[src/rtl/core/dfp_pkg.sv]
`timescale 1ns / 1ps

package dfp_pkg;

	// configuration register indexes
	localparam logic [1:0] REG_SCALE   = 2'd0;
	localparam logic [1:0] REG_INVERSE = 2'd1;
	localparam logic [1:0] REG_START   = 2'd2;
	localparam logic [1:0] REG_WIDTH   = 2'd3;

	localparam int CFG_IDX_W = 2;
	localparam int CFG_DATA_W = 32;
	localparam int ROW_WIDTH_W = 13;
	localparam int VAL_W = 48;

	// register reset values
	localparam logic [31:0] SCALE_RST = 32'h0001_0000;
	localparam logic [31:0] INVERSE_RST = 32'h0001_0000;
	localparam logic [31:0] START_RST = 32'h0000_0000;
	localparam logic [ROW_WIDTH_W-1:0] WIDTH_RST = 13'd4096;

	// code for zero difference, and 127.5 in Q32
	localparam logic signed [15:0] CODE_ZERO = 16'sd127;
	localparam logic signed [54:0] HALF_BIAS_Q32 = 55'sh7F_8000_0000;
	localparam logic signed [15:0] CODE_MAX = 16'sh7FFF;
	localparam logic signed [15:0] CODE_MIN = 16'sh8000;

	// position status from the row tracker to the sequencer
	typedef struct packed {
		logic first_cell;
		logic col_zero;
		logic last;
	} pos_status_t;

endpackage

[src/rtl/core/dfp_if.sv]
`timescale 1ns / 1ps

// sample channel
interface dfp_in_if;
	logic               valid;
	logic               ready;
	logic signed [31:0] sample_value;
	logic               grid_start;

	modport source (output valid, output sample_value, output grid_start, input ready);
	modport sink   (input valid, input sample_value, input grid_start, output ready);
endinterface

// code channel
interface dfp_out_if;
	logic       valid;
	logic       ready;
	logic [7:0] code_byte;
	logic       row_end;

	modport source (output valid, output code_byte, output row_end, input ready);
	modport sink   (input valid, input code_byte, input row_end, output ready);
endinterface

[src/rtl/core/dfp_mul.sv]
`timescale 1ns / 1ps

module dfp_mul (
	input  logic        clk,
	input  logic [31:0] a,
	input  logic [31:0] b,
	output logic [63:0] p_q
);
	import dfp_pkg::*;

	// shared unsigned multiplier, product registered
	always_ff @(posedge clk) begin
		p_q <= 64'(a) * 64'(b);
	end

endmodule

[src/rtl/core/dfp_pos.sv]
`timescale 1ns / 1ps

module dfp_pos #(
	parameter int MAX_ROW_WIDTH = 4096
) (
	input  logic                                clk,
	input  logic                                arst_n,
	input  logic [dfp_pkg::ROW_WIDTH_W-1:0]     row_width,
	input  logic                                grid_start,
	input  logic                                step,
	output dfp_pkg::pos_status_t                status
);
	import dfp_pkg::*;

	localparam int IDX_W = (MAX_ROW_WIDTH > 2) ? $clog2(MAX_ROW_WIDTH) : 1;
	localparam int CMP_W = (IDX_W + 1 > ROW_WIDTH_W) ? IDX_W + 1 : ROW_WIDTH_W;
	localparam logic [CMP_W-1:0] MAX_W = CMP_W'(MAX_ROW_WIDTH);

	logic [IDX_W-1:0] col_q;
	logic             first_row_q;
	logic [IDX_W-1:0] eff_col;
	logic [CMP_W-1:0] rw_ext;
	logic [CMP_W-1:0] rw_clamp;
	logic [CMP_W-1:0] col_next;
	logic             first_cell;
	logic             last;

	// clamp row width to 1..MAX_ROW_WIDTH
	always_comb begin
		rw_ext = CMP_W'(row_width);
		if (rw_ext == '0)
			rw_clamp = CMP_W'(1);
		else if (rw_ext > MAX_W)
			rw_clamp = MAX_W;
		else
			rw_clamp = rw_ext;
	end

	// a grid restarts on a start mark or at column 0 of the first row
	always_comb begin
		first_cell = grid_start || (first_row_q && (col_q == '0));
		eff_col = first_cell ? '0 : col_q;
		col_next = CMP_W'(eff_col) + CMP_W'(1);
		last = (col_next >= rw_clamp);
	end

	assign status.first_cell = first_cell;
	assign status.col_zero = (col_q == '0);
	assign status.last = last;

	// column and first row tracking
	always_ff @(posedge clk or negedge arst_n) begin
		if (!arst_n) begin
			col_q <= '0;
			first_row_q <= 1'b1;
		end else if (step) begin
			if (last) begin
				col_q <= '0;
				first_row_q <= 1'b0;
			end else begin
				col_q <= col_next[IDX_W-1:0];
				first_row_q <= first_cell ? 1'b1 : first_row_q;
			end
		end
	end

endmodule

[src/rtl/core/differential_feedback_packer.sv]
`timescale 1ns / 1ps

// channel   modport  payload                       handshake
// samples   sink     sample_value[31:0], grid_start  valid/ready
// codes     source   code_byte[7:0], row_end         valid/ready
// cfg       write    cfg_index[1:0], cfg_data[31:0]  cfg_we
//
// an item passes through the sequencer states in order (IDLE, DIFF and OUT only for the first cell of a grid):
// the shared 32x32 multiplier is used three times in sequence, twice for the
// scaled difference and once for the reconstruction step.
// reset clears the sequencer, position, reconstruction state, configuration registers and output valid.
// a result waits in the output register; the next sample is taken meanwhile,
// and a new result stalls in its last step until that register is free.

module differential_feedback_packer #(
	parameter int MAX_ROW_WIDTH = 4096
) (
	input  logic                                 clk,
	input  logic                                 arst_n,
	dfp_in_if.sink                               samples,
	dfp_out_if.source                            codes,
	input  logic                                 cfg_we,
	input  logic [dfp_pkg::CFG_IDX_W-1:0]        cfg_index,
	input  logic [dfp_pkg::CFG_DATA_W-1:0]       cfg_data
);
	import dfp_pkg::*;

	localparam logic [3:0] ST_IDLE = 4'd0;
	localparam logic [3:0] ST_DIFF = 4'd1;
	localparam logic [3:0] ST_MLO  = 4'd2;
	localparam logic [3:0] ST_MHI  = 4'd3;
	localparam logic [3:0] ST_SUM  = 4'd4;
	localparam logic [3:0] ST_CODE = 4'd5;
	localparam logic [3:0] ST_STEP = 4'd6;
	localparam logic [3:0] ST_MUL2 = 4'd7;
	localparam logic [3:0] ST_UPD  = 4'd8;
	localparam logic [3:0] ST_OUT  = 4'd9;

	logic [3:0] state_q;

	logic [31:0]            scale_q;
	logic [31:0]            inverse_q;
	logic [31:0]            start_q;
	logic [ROW_WIDTH_W-1:0] width_q;

	logic signed [31:0]      sample_q;
	logic                    gstart_q;
	logic signed [VAL_W-1:0] pred_q;
	logic signed [VAL_W-1:0] row_head_q;
	logic signed [VAL_W-1:0] running_q;
	logic [48:0]             mag_q;
	logic                    neg_q;
	logic [31:0]             lohi_q;
	logic [31:0]             frac_q;
	logic [51:0]             t_q;
	logic                    sat_q;
	logic signed [15:0]      code_q;
	logic [15:0]             dmag_q;
	logic                    dneg_q;
	logic [7:0]              code_byte_q;
	logic                    row_end_q;
	logic                    out_valid_q;

	logic [31:0]          mul_a;
	logic [31:0]          mul_b;
	logic [63:0]          mul_p;
	pos_status_t          pos;
	logic                 slot_free;
	logic                 out_load;

	logic signed [VAL_W-1:0] pred_c;
	logic signed [48:0]      diff_c;
	logic [49:0]             q_c;
	logic signed [54:0]      x_c;
	logic signed [54:0]      xr_c;
	logic signed [22:0]      cf_c;
	logic signed [15:0]      code_c;
	logic signed [16:0]      d_c;
	logic [16:0]             dmag_c;
	logic signed [49:0]      step_c;
	logic signed [49:0]      sum_c;
	logic signed [VAL_W-1:0] upd_c;
	logic signed [VAL_W-1:0] start_ext;

	assign start_ext = VAL_W'($signed(start_q));
	assign slot_free = !out_valid_q || codes.ready;
	assign out_load = (state_q == ST_OUT) && slot_free;

	// configuration registers
	always_ff @(posedge clk or negedge arst_n) begin
		if (!arst_n) begin
			scale_q <= SCALE_RST;
			inverse_q <= INVERSE_RST;
			start_q <= START_RST;
			width_q <= WIDTH_RST;
		end else if (cfg_we) begin
			unique case (cfg_index)
				REG_SCALE:   scale_q <= cfg_data;
				REG_INVERSE: inverse_q <= cfg_data;
				REG_START:   start_q <= cfg_data;
				REG_WIDTH:   width_q <= cfg_data[ROW_WIDTH_W-1:0];
				default:     ;
			endcase
		end
	end

	// row position tracker
	dfp_pos #(
		.MAX_ROW_WIDTH(MAX_ROW_WIDTH)
	) u_pos (
		.clk       (clk),
		.arst_n    (arst_n),
		.row_width (width_q),
		.grid_start(gstart_q),
		.step      (out_load),
		.status    (pos)
	);

	// multiplier operand select
	always_comb begin
		unique case (state_q)
			ST_MLO: begin
				mul_a = mag_q[31:0];
				mul_b = scale_q;
			end
			ST_MHI: begin
				mul_a = 32'(mag_q[48:32]);
				mul_b = scale_q;
			end
			ST_MUL2: begin
				mul_a = 32'(dmag_q);
				mul_b = inverse_q;
			end
			default: begin
				mul_a = '0;
				mul_b = '0;
			end
		endcase
	end

	dfp_mul u_mul (
		.clk(clk),
		.a  (mul_a),
		.b  (mul_b),
		.p_q(mul_p)
	);

	// difference against the prediction
	always_comb begin
		pred_c = pos.col_zero ? row_head_q : running_q;
		diff_c = 49'(sample_q) - 49'(pred_c);
	end

	// integer part of the scaled magnitude
	assign q_c = mul_p[49:0] + 50'(lohi_q);

	// signed scaled value plus 127.5, truncated toward zero, saturated
	always_comb begin
		x_c = (neg_q ? -$signed(55'(t_q)) : $signed(55'(t_q))) + HALF_BIAS_Q32;
		xr_c = x_c[54] ? x_c + 55'sh0_FFFF_FFFF : x_c;
		cf_c = xr_c[54:32];
		if (sat_q)
			code_c = neg_q ? CODE_MIN : CODE_MAX;
		else if (cf_c > 23'(CODE_MAX))
			code_c = CODE_MAX;
		else if (cf_c < 23'(CODE_MIN))
			code_c = CODE_MIN;
		else
			code_c = cf_c[15:0];
	end

	// code minus 127, as sign and magnitude
	always_comb begin
		d_c = 17'(code_q) - 17'(CODE_ZERO);
		dmag_c = d_c[16] ? 17'(-d_c) : 17'(d_c);
	end

	// reconstruction step with saturation to 48 bits
	always_comb begin
		step_c = $signed({2'b00, mul_p[47:0]});
		sum_c = 50'(pred_q) + (dneg_q ? -step_c : step_c);
		if (sum_c[49] != sum_c[47] || sum_c[48] != sum_c[47])
			upd_c = sum_c[49] ? {1'b1, {(VAL_W-1){1'b0}}} : {1'b0, {(VAL_W-1){1'b1}}};
		else
			upd_c = sum_c[VAL_W-1:0];
	end

	// sequencer
	always_ff @(posedge clk or negedge arst_n) begin
		if (!arst_n) begin
			state_q <= ST_IDLE;
			row_head_q <= '0;
			running_q <= '0;
		end else begin
			unique case (state_q)
				ST_IDLE: if (samples.valid) state_q <= ST_DIFF;
				ST_DIFF: begin
					if (pos.first_cell) begin
						row_head_q <= start_ext;
						running_q <= start_ext;
						state_q <= ST_OUT;
					end else begin
						state_q <= ST_MLO;
					end
				end
				ST_MLO:  state_q <= ST_MHI;
				ST_MHI:  state_q <= ST_SUM;
				ST_SUM:  state_q <= ST_CODE;
				ST_CODE: state_q <= ST_STEP;
				ST_STEP: state_q <= ST_MUL2;
				ST_MUL2: state_q <= ST_UPD;
				ST_UPD: begin
					running_q <= upd_c;
					if (pos.col_zero)
						row_head_q <= upd_c;
					state_q <= ST_OUT;
				end
				ST_OUT:  if (slot_free) state_q <= ST_IDLE;
				default: state_q <= ST_IDLE;
			endcase
		end
	end

	// datapath registers
	always_ff @(posedge clk) begin
		if (state_q == ST_IDLE && samples.valid) begin
			sample_q <= samples.sample_value;
			gstart_q <= samples.grid_start;
		end
		if (state_q == ST_DIFF) begin
			pred_q <= pred_c;
			neg_q <= diff_c[48];
			mag_q <= diff_c[48] ? 49'(-diff_c) : 49'(diff_c);
			code_q <= CODE_ZERO;
		end
		if (state_q == ST_MHI) begin
			lohi_q <= mul_p[63:32];
			frac_q <= mul_p[31:0];
		end
		if (state_q == ST_SUM) begin
			sat_q <= |q_c[49:20];
			t_q <= {q_c[19:0], frac_q};
		end
		if (state_q == ST_CODE)
			code_q <= code_c;
		if (state_q == ST_STEP) begin
			dneg_q <= d_c[16];
			dmag_q <= dmag_c[15:0];
		end
		if (out_load) begin
			code_byte_q <= code_q[7:0];
			row_end_q <= pos.last;
		end
	end

	// output register valid
	always_ff @(posedge clk or negedge arst_n) begin
		if (!arst_n)
			out_valid_q <= 1'b0;
		else if (out_load)
			out_valid_q <= 1'b1;
		else if (codes.ready)
			out_valid_q <= 1'b0;
	end

	assign samples.ready = (state_q == ST_IDLE);
	assign codes.valid = out_valid_q;
	assign codes.code_byte = code_byte_q;
	assign codes.row_end = row_end_q;

endmodule
[src/flat_wrapper.sv]
// flat-port wrapper written by rule: the top's interface ports become plain ports
module differential_feedback_packer_flat import dfp_pkg::*;
#(
	parameter int MAX_ROW_WIDTH = 4096
)
  (clk, arst_n, cfg_we, cfg_index, cfg_data, samples_valid, samples_sample_value, samples_grid_start, samples_ready, codes_valid, codes_code_byte, codes_row_end, codes_ready);
  dfp_in_if samples_i ();
  dfp_out_if codes_i ();
  input  logic clk;
  input  logic arst_n;
  input  logic cfg_we;
  input  logic [dfp_pkg::CFG_IDX_W-1:0] cfg_index;
  input  logic [dfp_pkg::CFG_DATA_W-1:0] cfg_data;
  input wire logic [$bits(samples_i.valid)-1:0] samples_valid;
  input wire logic [$bits(samples_i.sample_value)-1:0] samples_sample_value;
  input wire logic [$bits(samples_i.grid_start)-1:0] samples_grid_start;
  output wire logic [$bits(samples_i.ready)-1:0] samples_ready;
  output wire logic [$bits(codes_i.valid)-1:0] codes_valid;
  output wire logic [$bits(codes_i.code_byte)-1:0] codes_code_byte;
  output wire logic [$bits(codes_i.row_end)-1:0] codes_row_end;
  input wire logic [$bits(codes_i.ready)-1:0] codes_ready;
  assign samples_i.valid = samples_valid;
  assign samples_i.sample_value = samples_sample_value;
  assign samples_i.grid_start = samples_grid_start;
  assign samples_ready = samples_i.ready;
  assign codes_valid = codes_i.valid;
  assign codes_code_byte = codes_i.code_byte;
  assign codes_row_end = codes_i.row_end;
  assign codes_i.ready = codes_ready;
  differential_feedback_packer #(.MAX_ROW_WIDTH(MAX_ROW_WIDTH)) u_core (.clk(clk), .arst_n(arst_n), .samples(samples_i), .codes(codes_i), .cfg_we(cfg_we), .cfg_index(cfg_index), .cfg_data(cfg_data));
endmodule
[config.mk]
export PLATFORM = sky130hd
export DESIGN_NAME = differential_feedback_packer_flat
export DESIGN_NICKNAME = d
export VERILOG_FILES = /design/src/rtl/core/dfp_pkg.sv /design/src/rtl/core/dfp_if.sv /design/src/rtl/core/dfp_mul.sv /design/src/rtl/core/dfp_pos.sv /design/src/rtl/core/differential_feedback_packer.sv /design/src/flat_wrapper.sv
export SDC_FILE = /design/constraint.sdc
export NUM_CORES = 2
export LEC_CHECK = 0
export BUFFER_PORTS_ARGS = -buffer_cell sky130_fd_sc_hd__buf_2
export CAP_MARGIN = 15
export CORE_ASPECT_RATIO = 0.7
export CORE_UTILIZATION = 40
export CTS_BUF_LIST = sky130_fd_sc_hd__clkbuf_16
export DETAILED_ROUTE_END_ITERATION = 12
export GPL_TIMING_DRIVEN = 0
export PLACE_DENSITY_LB_ADDON = 0.05
export SLEW_MARGIN = 40
export SYNTH_ARGS = -nofsm -noshare
export SYNTH_HDL_FRONTEND = slang
export SYNTH_HIERARCHICAL = 1
export SYNTH_SLANG_ARGS = --single-unit
[constraint.sdc]
create_clock -name clk -period 18.5 [get_ports clk]
set_input_delay 0.925 -clock clk [delete_from_list [all_inputs] [get_ports clk]]
set_output_delay 0.925 -clock clk [all_outputs]
set_load 0.01 [all_outputs]
Yosys cells after proc, flatten, opt, wreduce, memory -nomap -nowiden

Index checks and enable logic that the tools add are counted.

Bits in registers: 577
Input bits: 72
Output and inout bits: 11

Muxes and demuxes: 32
$mul: 1
Equal/unequal tests: 18
$add $sub $neg: 11
Reductions and logical operators: 25
Magnitude comparators: 4

Operators with widths:

| cell                                                                   | number |
|---|---|
| 48-bit 2-to-1 mux                                                      | 6 |
| 48-bit one-hot mux with 2 select lines                                 | 2 |
| 16-bit 2-to-1 mux                                                      | 7 |
| 55-bit 2-to-1 mux                                                      | 2 |
| 32-bit one-hot mux with 3 select lines                                 | 1 |
| 32-bit by 32-bit multiplier with 64-bit output                         | 1 |
| 32-bit one-hot mux with 2 select lines                                 | 1 |
| 55-bit by 33-bit adder with 55-bit output, second input constant       | 1 |
| 55-bit by 40-bit adder with 55-bit output, second input constant       | 1 |
| 52-bit negator with 55-bit output                                      | 1 |
| 48-bit by 50-bit adder with 50-bit output                              | 1 |
| 50-bit by 32-bit adder with 50-bit output                              | 1 |
| 50-bit 2-to-1 mux                                                      | 1 |
| 48-bit negator with 50-bit output                                      | 1 |
| 49-bit negator                                                         | 1 |
| 32-bit by 48-bit subtractor with 49-bit output                         | 1 |
| 4-bit one-hot mux with 10 select lines                                 | 1 |
| 30-bit OR reduction                                                    | 1 |
| 13-bit 2-to-1 mux                                                      | 2 |
| 12-bit 2-to-1 mux                                                      | 2 |
| 23-bit by 16-bit > comparator with 1-bit output, second input constant | 1 |
| 23-bit by 16-bit < comparator with 1-bit output, second input constant | 1 |
| 16-bit by 8-bit subtractor with 17-bit output, second input constant   | 1 |
| 4-bit by 3-bit == test with 1-bit output, second input constant        | 4 |
| other kinds (25)                                                       | 49 |

Logic depth before layout (Yosys ltp)

Depth after elaboration: 10
Gate-level depth with buffers: 36
Depth with buffers taken out: 32

Hierarchy

Netlist, hierarchy kept.

By module, submodules not included:

| module                       | times used | area an instance (um2) | seq. area each (um2) | cells an instance |
|---|---|---|---|---|
| dfp_mul                      | 1          | 34887.2                | 1281.2               | 3851 |
| differential_feedback_packer | 1          | 31432.6                | 13967.1              | 3081 |
| dfp_pos                      | 1          | 1301.2                 | 326.6                | 157 |

Worst setup path after synthesis

OpenSTA, ideal clock, no wires.

Kind: flip-flop to flip-flop
From: register u_core.state_q[1]
To: register u_core.u_mul.p_q[44]
Library setup time: 125 ps
Data arrival time: 10464 ps
Period minus slack after synthesis: 10589 ps
Required time: 18375 ps
Path buffers: 3
Slack: 7911 ps
Stages on the path, launching flop included: 32
Cell sequence: dfrtp_1 -> clkbuf_1 -> nand2_1 -> nor3_1 -> clkbuf_1 -> a22oi_1 -> nand2_1 -> clkbuf_1 -> nand2_1 -> fa_1 -> inv_1 -> fa_1 -> inv_1 -> fa_1 -> inv_1 -> fa_1 -> fa_1 -> fa_1 -> fa_1 -> inv_1 -> fa_1 -> inv_1 -> ha_1 -> a21o_1 -> o21bai_1 -> a21o_1 -> a21o_1 -> a31oi_1 -> or2_2 -> or3b_2 -> a31oi_1 -> xnor2_1

Elaborated cells on any way between the ends: 7
Those cells by class: mul (1); eq/ne (3); mux (2); reduce/logical (1)

RTL lines:

| item                                                                                                        | line                                | RTL |
|---|---|---|
| start: declaration                                                                                          | differential_feedback_packer.sv:39  | `logic [3:0] state_q;` |
| start signal: assignment                                                                                    | differential_feedback_packer.sv:191 | `state_q <= ST_IDLE;` |
| start signal: assignment                                                                                    | differential_feedback_packer.sv:196 | `ST_IDLE: if (samples.valid) state_q <= ST_DIFF;` |
| start signal: assignment                                                                                    | differential_feedback_packer.sv:201 | `state_q <= ST_OUT;` |
| 4-bit by 3-bit == test with 1-bit output / 4-bit by 2-bit == test with 1-bit output (equally long branches) | differential_feedback_packer.sv:121 | `unique case (state_q)` |
| 32-bit one-hot mux with 3 select lines *                                                                    | differential_feedback_packer.sv:121 |  |
| net u_core.mul_a[5]                                                                                         | differential_feedback_packer.sv:64  | `logic [31:0] mul_a;` |
| 32-bit by 32-bit multiplier with 64-bit output *                                                            | dfp_mul.sv:13                       | `p_q <= 64'(a) * 64'(b);` |
| end signal: assignment                                                                                      | dfp_mul.sv:13                       |  |
| end: declaration                                                                                            | dfp_mul.sv:7                        | `output logic [63:0] p_q` |

Mark *: on every way through the listed nets, which the timed path passes. The rest lies on a longest branch.
A chain may end at the register's enable or synchronous reset.

Final worst setup path

From: register u_core.state_q[2]
To: register u_core.u_mul.p_q[54]

Cells in the longest elaborated chain, start to end: 4
Elaborated cells on any way between the ends: 7
Those cells by class: mul (1); eq/ne (3); mux (2); reduce/logical (1)

RTL lines:

| item                                             | line                                | RTL |
|---|---|---|
| 4-bit by 2-bit == test with 1-bit output         | differential_feedback_packer.sv:121 |  |
| 2-bit OR reduction (no line)                     | --                                  |  |
| 32-bit one-hot mux with 2 select lines *         | differential_feedback_packer.sv:121 |  |
| net u_core.mul_b[15]                             | differential_feedback_packer.sv:65  | `logic [31:0] mul_b;` |
| 32-bit by 32-bit multiplier with 64-bit output * | dfp_mul.sv:13                       |  |

Marked as above.

==> metrics.md <==
| Metric | Value |
|---|---|
| Die ar. | `0.1707 mm²` |
| Post-CTS Hold Buffers | `0` |
| CP max stage cell | `a22o_1` |
| Sequential element share of the synthesized area | `0.2303` |
| Setup slack, reg-to-reg | `5720 ps` |
| Synthesized instance count | `7,089` |
| Nets | `8,655` |
| Fraction of layout cells with a size suffix above 1 | `0.08053` |
| Synthesized area | `0.06762 mm²` |
| Status | `finished clean` |
| Slew margin rel. | `0.3318` |
| Most frequent CP cell | `fa_1` |
| First drt pass iteration count | `6` |
| DRT iter0 DRCs | `6,020` |
| Clock slew at reported path FFs | `60 ps` |
| Fraction of registers with async set/reset | `0.3865` |
| Clock Sink Count | `577` |
| Vias in the first global route | `52.20k` |
| GRT Total Usage | `0.3141` |
| Post-synthesis compound-gate area fraction | `0.1099` |
| CP Capture Type | `flip-flop` |
| Hold crit path type | `in -> async` |
| WL per Instance | `28.12 µm` |
| Number of synthesized flops with an enable pin | `290` |
| CP peak stage delay | `770 ps` |
| Core area | `0.1669 mm²` |
| Final setup TNS | `0 ps` |
| FF-to-FF Start | `u_core/state_q[2]$_DFFE_PN0P_` |
| Final min period | `12,780 ps` |
| Startpoint Class | `flip-flop` |
| CTS tree | `built` |
| Rows | `125` |
| Post-CTS sizing | `0` |
| Die height | `346 µm` |
| Clock root buffer | `clkbuf_16` |
| Worst Path Required | `18,970 ps` |
| Syn avg cell area | `9.539 µm²` |
| Setup violators final | `0` |
| Critical path type | `reg -> reg` |
| Global-route wire length before repair | `383,400 µm` |
| Mux contribution to synthesized area | `0.02766` |
| Reg2Reg Depth | `29` |
| Fin crit share | `0.6910` |
| Library cells used by synthesis | `120` |
| Synth Area in XOR/XNOR | `0.04531` |
| IO Pins | `83` |
| Layout area overhead | `8.545%` |
| Gpl congestion | `1.006` |
| Final core area utilization | `0.4398` |
| Final WL | `268,600 µm` |
| Post-CTS Setup Inserts | `0` |
| CTS max path bufs | `3` |
| Fmax achieved | `78.22 MHz` |
| Cts bufs inserted | `55` |
| Synthesized flop and latch total | `577` |
| Worst r2r dst | `u_core/u_mul/p_q[54]$_DFF_P_` |
| Pins Over Slew Limit | `0` |
| IO Port Bufs | `82` |
| Finished Cell Area | `0.07340 mm²` |
| Worst Path Max Fanout | `10` |
| Post-Synth Simple-Gate Area | `0.1653` |
| Number of remaining DRC errors | `0` |
| CTS H-tree lvls | `2` |
| Peak VDD IR | `0.00007955 V` |
| Final Skew | `61.02 ps` |
| Clock Latency Late Sink | `670 ps` |
| Main combinational cell family by area after synthesis | `adder cells` |
| Die width | `493.4 µm` |
| Hpwl dp | `228,300 µm` |
| Area post-placement | `0.07143 mm²` |
| Pwr Density | `142.8 mW/mm²` |
| Yosys warns | `6` |
| Commonest cells after routing, fill and taps aside | `1,074 x inv_1, 899 x fa_1, 728 x nand2_1` |
| Antenna-violating nets left | `0` |
| Initial Util | `0.4052` |
| Syn nets | `8,474` |
| Post-Synth Adder-Cell Area | `0.3428` |
| Slew @ Worst Pin | `995.6 ps` |
| Detailed-route vias per instance | `5.638` |
| CP arrival | `13,250 ps` |
| Maximum capacitance violations | `0` |
| Most used DFF post-synth | `edfxtp_1` |
| Largest net degree at the start of global routing | `67` |
| DR vias | `53.86k` |
| Leakage | `32.97 nW` |
| Crit path launch | `u_core/state_q[2]$_DFFE_PN0P_` |
| RSZ-0062 raised after global routing | `no` |
| Endpoints failing hold | `0` |
| Grt ovf | `0` |
| Initial antenna violation count | `43` |
| Leading cell type in the layout, fill and taps excluded | `inv_1` |
-- power breakdown --
part / switching, mW / leakage [nW] / total [mW] / internal [mW]
logic: 4.84 / 26.3 / 7.10 / 2.26
clock network: 0.546 / 0.899 / 1.16 / 0.614
registers: 0.311 / 5.82 / 2.22 / 1.91
total: 5.70 / 33.0 / 10.5 / 4.78
-- metrics by stage --
| step | hold WS, ps | power, mW | setup WS (ps) | instances |
|---|---|---|---|---|
| floorplan | 385.5 | 6.441 | 7911 | 7089 |
| global placement | 388.5 | 9.107 | 2565 | 9393 |
| detailed placement | 388.7 | 9.136 | 5763 | 9433 |
| CTS | 154.5 | 10.35 | 5740 | 9534 |
| global route | 185.0 | 11.11 | 5553 | 9540 |
| finish | 172.0 | 10.48 | 5716 | 9554 |
-- cells by family (layout without fill, tap and decap cells) --
logic type                 after synthesis  after routing
DFF                                    577            577
xor gates and xnor gates               349            349
and+or+nand+nor                       2182           2182
adders and majority gates             1313           1313
other                                    0             18
muxes                                  172            172
AOI/OAI and AO/OA                     1090           1090
buffers and inverters                 1406           1631
-- cell type report --
| cell class | count | area [µm²] |
|---|---|---|
| Antenna cell | 18 | 45.04 |
| Buffer | 340 | 1474 |
| Fill cell | 16499 | 93480 |
| Multi-Input combinational cell | 5106 | 46930 |
| Sequential cell | 577 | 15570 |
| Clock buffer | 58 | 1451 |
| Clock inverter | 43 | 337.8 |
| Timing Repair Buffer | 124 | 809.5 |
| Tap cell | 2222 | 2780 |
| Inverter | 1066 | 4001 |
-- sequential cells by signal (all words and copies together), names as in the netlist, 4 cells and up --
register / flops
u_core/start_q: 32
u_core/row_head_q: 48
u_core/sample_q: 32
u_core/lohi_q: 32
u_core/width_q: 13
u_core/mag_q: 49
u_core/state_q: 4
u_core/scale_q: 32
u_core/code_q: 16
u_core/frac_q: 32
u_core/dmag_q: 16
u_core/codes.code_byte: 8
u_core/pred_q: 48
u_core/inverse_q: 32
u_core/u_mul/p_q: 64
u_core/running_q: 48
u_core/u_pos/col_q: 12
u_core/t_q: 52
-- worst max-delay path by stage --
stage	endpoint	slack (ps)	cells after the start
global placement	u_core/u_mul/p_q[61]$_DFF_P_	2560	32
finish	u_core/u_mul/p_q[54]$_DFF_P_	5720	29
CTS	u_core/u_mul/p_q[54]$_DFF_P_	5740	30
detailed placement	u_core/u_mul/p_q[54]$_DFF_P_	5760	30
floorplan	u_core/u_mul/p_q[44]$_DFF_P_	7910	31
global route	u_core/u_mul/p_q[54]$_DFF_P_	5550	29
-- cells in the mapped netlist, drive strengths merged (30+ instances only) --
cell type	instances	area share
fa	899	0.27
nor2	280	0.016
a22o	52	0.0067
nor2b	32	0.0030
ha	414	0.077
dfrtp	219	0.081
o21bai	35	0.0039
xor2	103	0.013
o22ai	33	0.0031
nor3	89	0.0071
or3	37	0.0036
edfxtp	290	0.13
a21o	110	0.012
nor4	30	0.0031
nand4	52	0.0050
nand2	728	0.040
nand3	98	0.0073
dfxtp	64	0.019
mux2	116	0.019
a31oi	40	0.0041
and2	639	0.059
and3	41	0.0038
nand2b	52	0.0048
o21ai	226	0.017
a21oi	263	0.020
o31ai	50	0.0058
inv	1066	0.059
xnor2	246	0.032
clkbuf	317	0.018
mux2i	56	0.0083
-- critical path: cells and delay by family, from the launching register on --
kind / cells / cell delay [ps]
flip-flops: 1 / 340
adder cells (fa/ha/maj): 9 / 4660
AO/OA/AOI/OAI: 5 / 2240
buffers and inverters: 8 / 2390
AND/OR/NAND/NOR: 6 / 2300
XOR/XNOR: 1 / 620
-- layer usage --
metal	up-vias	GRT usage	part of all wire
met1	27647	0.5219	0.50
met3	253	0.07389	0.11
met4	12	0.04728	0.018
met2	2351	0.4046	0.37
li1	23600	-	-
met5	-	0	0.00031
Note: power is estimated with default switching activity, not from simulation.
